## config.mk

```make
export PLATFORM = sky130hd
export DESIGN_NAME = vca_cfg_regs
export DESIGN_NICKNAME = d
export VERILOG_FILES = /design/src/rtl/vca_pkg.sv /design/src/rtl/vca_cfg_regs.sv
export SDC_FILE = /design/constraint.sdc
export NUM_CORES = 1
export LEC_CHECK = 0
export ABC_AREA = 0
export BUFFER_PORTS_ARGS = -buffer_cell sky130_fd_sc_hd__buf_4
export CAP_MARGIN = 20
export CORE_ASPECT_RATIO = 1.1
export CORE_MARGIN = 2
export CORE_UTILIZATION = 25
export DETAILED_ROUTE_END_ITERATION = 16
export GPL_ROUTABILITY_DRIVEN = 0
export PLACE_DENSITY = 0.47
export REMOVE_ABC_BUFFERS = 1
export SYNTH_ARGS = -nofsm -noshare
export SYNTH_HDL_FRONTEND = slang
export SYNTH_SLANG_ARGS = --single-unit
```

## constraint.sdc

```tcl
create_clock -name clk -period 2.9 [get_ports clk]
set_input_delay 0.58 -clock clk [delete_from_list [all_inputs] [get_ports clk]]
set_output_delay 0.58 -clock clk [all_outputs]
set_load 0.005 [all_outputs]
```

## src/rtl/vca_pkg.sv

```systemverilog
// Shared types and constants of the video color adjust block.
package vca_pkg;

  // Pixel channel width and packed word width
  localparam int PIX_W  = 8;
  localparam int WORD_W = 3 * PIX_W;

  // Configuration port
  localparam int CFG_ADDR_W = 2;
  localparam int CFG_DATA_W = 7;

  localparam logic [CFG_ADDR_W-1:0] REG_BRIGHTNESS = 2'd0;
  localparam logic [CFG_ADDR_W-1:0] REG_CONTRAST   = 2'd1;
  localparam logic [CFG_ADDR_W-1:0] REG_SATURATION = 2'd2;
  localparam logic [CFG_ADDR_W-1:0] REG_TINT_MODE  = 2'd3;

  // Register reset values
  localparam logic [CFG_DATA_W-1:0] BRIGHTNESS_RST = 7'd50;
  localparam logic [CFG_DATA_W-1:0] CONTRAST_RST   = 7'd100;
  localparam logic [CFG_DATA_W-1:0] SATURATION_RST = 7'd50;

  // Tint modes
  localparam logic [2:0] TINT_COLOR = 3'd0;
  localparam logic [2:0] TINT_BW    = 3'd1;
  localparam logic [2:0] TINT_PAPER = 3'd2;
  localparam logic [2:0] TINT_GREEN = 3'd3;
  localparam logic [2:0] TINT_AMBER = 3'd4;
  localparam logic [2:0] TINT_SEPIA = 3'd5;

  // Fixed chroma pairs of the monochrome modes (integer units)
  localparam int PAPER_U = -8;
  localparam int PAPER_V = 5;
  localparam int GREEN_U = -99;
  localparam int GREEN_V = -64;
  localparam int AMBER_U = -104;
  localparam int AMBER_V = 50;
  localparam int SEPIA_U = -31;
  localparam int SEPIA_V = 26;

  // Color matrix coefficients in thousandths (magnitudes)
  localparam int CM_RY = 299;
  localparam int CM_GY = 587;
  localparam int CM_BY = 114;
  localparam int CM_RU = 147;
  localparam int CM_GU = 289;
  localparam int CM_BU = 436;
  localparam int CM_RV = 615;
  localparam int CM_GV = 515;
  localparam int CM_BV = 100;
  localparam int CM_VR = 1140;
  localparam int CM_UG = 396;
  localparam int CM_VG = 581;
  localparam int CM_UB = 2029;

  // Settings that reach the pipeline directly
  typedef struct packed {
    logic signed [7:0] bright_ofs;  // brightness minus 50
    logic [2:0]        tint;
  } vca_adj_t;

endpackage

```

## src/rtl/vca_cfg_regs.sv

```systemverilog
// Configuration registers and derived saturation and contrast scales.
module vca_cfg_regs #(
  parameter int FRAC_BITS = 16
) (
  input  logic                                clk,
  input  logic                                rst_n,
  input  logic                                cfg_we,
  input  logic [vca_pkg::CFG_ADDR_W-1:0]      cfg_addr,
  input  logic [vca_pkg::CFG_DATA_W-1:0]      cfg_wdata,
  output vca_pkg::vca_adj_t                   adj,
  output logic [FRAC_BITS+1:0]                sat_scale,
  output logic [FRAC_BITS+1:0]                con_scale
);
  import vca_pkg::*;

  localparam int SW    = FRAC_BITS + 2;
  localparam int TAB_N = 1 << CFG_DATA_W;

  // Saturation scale table: round(s * 2^F / 50)
  function automatic logic [TAB_N-1:0][SW-1:0] build_sat_tab();
    logic [TAB_N-1:0][SW-1:0] tab;
    for (int i = 0; i < TAB_N; i++) begin
      tab[i] = SW'(((longint'(i) <<< FRAC_BITS) + 25) / 50);
    end
    return tab;
  endfunction

  // Contrast scale table: round(c * 2^F / 100)
  function automatic logic [TAB_N-1:0][SW-1:0] build_con_tab();
    logic [TAB_N-1:0][SW-1:0] tab;
    for (int i = 0; i < TAB_N; i++) begin
      tab[i] = SW'(((longint'(i) <<< FRAC_BITS) + 50) / 100);
    end
    return tab;
  endfunction

  localparam logic [TAB_N-1:0][SW-1:0] SAT_TAB = build_sat_tab();
  localparam logic [TAB_N-1:0][SW-1:0] CON_TAB = build_con_tab();

  logic signed [7:0] bright_ofs_r;
  logic [2:0]        tint_r;
  logic [SW-1:0]     sat_scale_r;
  logic [SW-1:0]     con_scale_r;
  logic signed [7:0] bright_ofs_nxt;

  // Offset added to luma
  assign bright_ofs_nxt = $signed({1'b0, cfg_wdata}) - $signed({1'b0, BRIGHTNESS_RST});

  // Store settings in their working form
  always_ff @(posedge clk) begin
    if (!rst_n) begin
      bright_ofs_r <= '0;
      tint_r       <= TINT_COLOR;
      sat_scale_r  <= SAT_TAB[SATURATION_RST];
      con_scale_r  <= CON_TAB[CONTRAST_RST];
    end else if (cfg_we) begin
      case (cfg_addr)
        REG_BRIGHTNESS: bright_ofs_r <= bright_ofs_nxt;
        REG_CONTRAST:   con_scale_r  <= CON_TAB[cfg_wdata];
        REG_SATURATION: sat_scale_r  <= SAT_TAB[cfg_wdata];
        REG_TINT_MODE:  tint_r       <= cfg_wdata[2:0];
        default: ;
      endcase
    end
  end

  assign adj.bright_ofs = bright_ofs_r;
  assign adj.tint       = tint_r;
  assign sat_scale      = sat_scale_r;
  assign con_scale      = con_scale_r;

endmodule

```

==> impl_metrics.json <==
{
  "synth_commonest_cells": "75 x nand2_1, 63 x o21ai_0, 60 x nor2_1, 55 x a21oi_1, 46 x dfxtp_1",
  "drc": 0,
  "power_density_mw_per_mm2": 357.2,
  "nets": 820,
  "avgSynthCellArea_um2": 7.114,
  "root_buffer": "clkbuf_16",
  "path_cells": "buf_4 -> buf_4 -> ha_1 -> a221oi_1 -> a2111oi_0 -> buf_4 -> a311oi_1 -> a21oi_1",
  "grt_start_max_net_pins": 59,
  "crit_buf_inv": 3,
  "gr-total-overflow": 0,
  "grt_pass1_vias": 5828,
  "crit_family": "compound AO/OA/AOI/OAI gates",
  "antenna_found_initial": 0,
  "core_area_mm2": 0.02051,
  "cts_tree": "built",
  "post_cts_buffers": 0,
  "async_flop_share_pct": 0,
  "fp.dieArea_mm2": 0.02200,
  "htree_num_levels": 2,
  "synthFlopType": "dfxtp_1",
  "io_pins": 59,
  "slew_headroom_pct": 53.66,
  "cp_slowest_stage_delay_ps": 660,
  "skew_ps": 0,
  "min_period_ps": 2648,
  "seq_area_frac_synth_pct": 17.68,
  "fmax_mhz": 377.6,
  "fill_cells": 2253,
  "grt_first_pass_wirelength_um": 34540,
  "postCtsHoldBufs": 0,
  "yosysMostFrequentCell": "nand2_1",
  "synth_top_area_share_pct": 17.68,
  "drt-vias-per-instance": 5.853,
  "first_pass_iters": 5,
  "crit_path_start_kind": "primary input",
  "yosysTopAreaCell": "dfxtp_1",
  "worstPathMaxFanout": 22,
  "start_util_pct": 25.39,
  "wl_um": 22630,
  "port-buffer-count": 57,
  "stdcell_area_mm2": 0.006275,
  "cpMaxStageDelayCell": "a2111oi_0",
  "cts_resized": 0,
  "rows": 55,
  "worst_pin_slew_ps": 677.6,
  "ys_top_cells_by_area": "dfxtp_1 18%, o21ai_0 6.1%, nand2_1 5.4%",
  "vdd_drop_max_mv": 0.1769,
  "path_class": "in -> reg",
  "power_mw": 2.241,
  "synth_edf_count": 0,
  "layout-drive-gt1-share_pct": 21.74,
  "grt_setup_unrepaired": "no",
  "whs_ps": 460.7,
  "crit_arrival_ps": 2880,
  "clock-sinks": 46,
  "cts_made_buffers": 5,
  "ant_nets": 0,
  "status": "finished, final reports clean",
  "final_util_pct": 30.60,
  "syn_inst": 732,
  "setup_viol": 0,
  "dp_hpwl_um": 16590,
  "path_clk_slew_ps": 70,
  "syn2layout_area_growth_pct": 20.50,
  "hold_viol": 0,
  "clockBufferDepth": 2,
  "cpMostUsedCell": "buf_4",
  "clock_latency_ps": 300,
  "yosys_warnings": 0,
  "drt-wirelength-per-cell_um": 21.59,
  "period_share_pct": 91.32,
  "final-max-slew-violation-count": 0,
  "synth_cell_types": 79,
  "dpl-instance-area_mm2": 0.006103,
  "drtIter0Drc": 844,
  "die_h_um": 155.4,
  "die_x_um": 141.6,
  "drv_cap": 0,
  "power_leakage_nw": 2.566,
  "end_kind": "register",
  "ys_ff_latch": 46,
  "netlist_area_mm2": 0.005207,
  "min_path_type": "reg -> reg",
  "crit_required_ps": 3130,
  "vias": 6134,
  "track_usage_pct": 20.08
}
-- cell type report --
class,instances,area [um^2],share of cell area (%)
multi-input combinational,593,3777,60.20
inverter,11,41.29,0.6580
sequential,46,920.9,14.68
tap,256,320.3,5.105
clock inverter,1,30.03,0.4786
antenna,1,2.502,0.03988
timing repair buffer,134,1044,16.63
clock buffer,6,138.9,2.213
-- path summary, 6_finish.rpt --
| check | startpoint | end | slack [ps] | depth (start not counted) |
|---|---|---|---|---|
| setup reg to reg | con_scale[4] | con_scale[4] | 1920 | 3 |
| hold / removal | con_scale[14] | con_scale[14] | 460 | 2 |
| setup / recovery | cfg_wdata[0] | sat_scale[7] | 250 | 8 |
| hold reg to reg | con_scale[14] | con_scale[14] | 460 | 2 |
-- where the power goes --
group / switching [mW] / internal [mW]
sequential: 0.0161 / 0.661
combinational: 0.519 / 0.346
clock: 0.272 / 0.427
total: 0.807 / 1.43
-- per-stage QoR --
| step | TNS, ps | instances | worst slack (ps) |
|---|---|---|---|
| after floorplan | 0 | 650 | 449.0 |
| after global placement | -97.41 | 1040 | -51.82 |
| after detailed placement | 0 | 1040 | 0.4967 |
| after CTS | 0 | 1047 | 306.7 |
| after global routing | 0 | 1047 | 41.59 |
| final | 0 | 1048 | 251.7 |
-- routing by layer --
| layer | GRT usage (%) | up-vias | part of all wire, % |
|---|---|---|---|
| met1 | 26.58 | 2941 | 44 |
| met3 | 2.001 | 48 | 6.2 |
| li1 | - | 2849 | - |
| met4 | 7.238 | 0 | 3.2 |
| met5 | 0 | - | 0 |
| met2 | 33.91 | 296 | 47 |
-- placed cells by master, fill, tap and decap left out, types with 6 or more instances in the layout --
cell type  netlist  routed
mux2_2           7       7
a311oi_1        11      11
and3_1           7       7
nor3_1          20      20
o31ai_1          8       8
ha_1            17      17
buf_4            8     131
and2_1          10      10
o211a_1          6       6
a31oi_1         14      14
a21o_1           7       7
o21ai_0         63      63
a221oi_1        10      10
o211ai_1        12      12
nor2_1          60      60
nand2b_1        21      21
dfxtp_1         46      46
o22ai_1         11      11
a21oi_1         55      55
o21a_1           6       6
or2_2            6       6
nand2_1         75      75
nand3_1         27      27
mux4_2           6       6
nor2b_1         18      18
inv_1            7       7
a211oi_1        19      19
mux2i_1         13      13
-- worst min-delay path, cell delays in order (launching register included) --
cell and delay [ps]:
dfxtp_1 310, nand3_1 60, nand2_1 40
-- state kept, by name (all words and copies together) (netlist names) --
signal	count
con_scale	17
tint_r	3
bright_ofs_r	8
sat_scale	18
-- cells by family after synthesis --
family	share of synthesized area (%)
multiplexers	7.040
buffers and inverters	9.779
AND/OR/NAND/NOR	25.11
AO/OA/AOI/OAI	35.87
adder cells (fa/ha/maj)	4.277
XOR/XNOR	0.1682
flip-flops	17.68
other	0.07201
No activity file was read; power rests on OpenSTA's default activity.
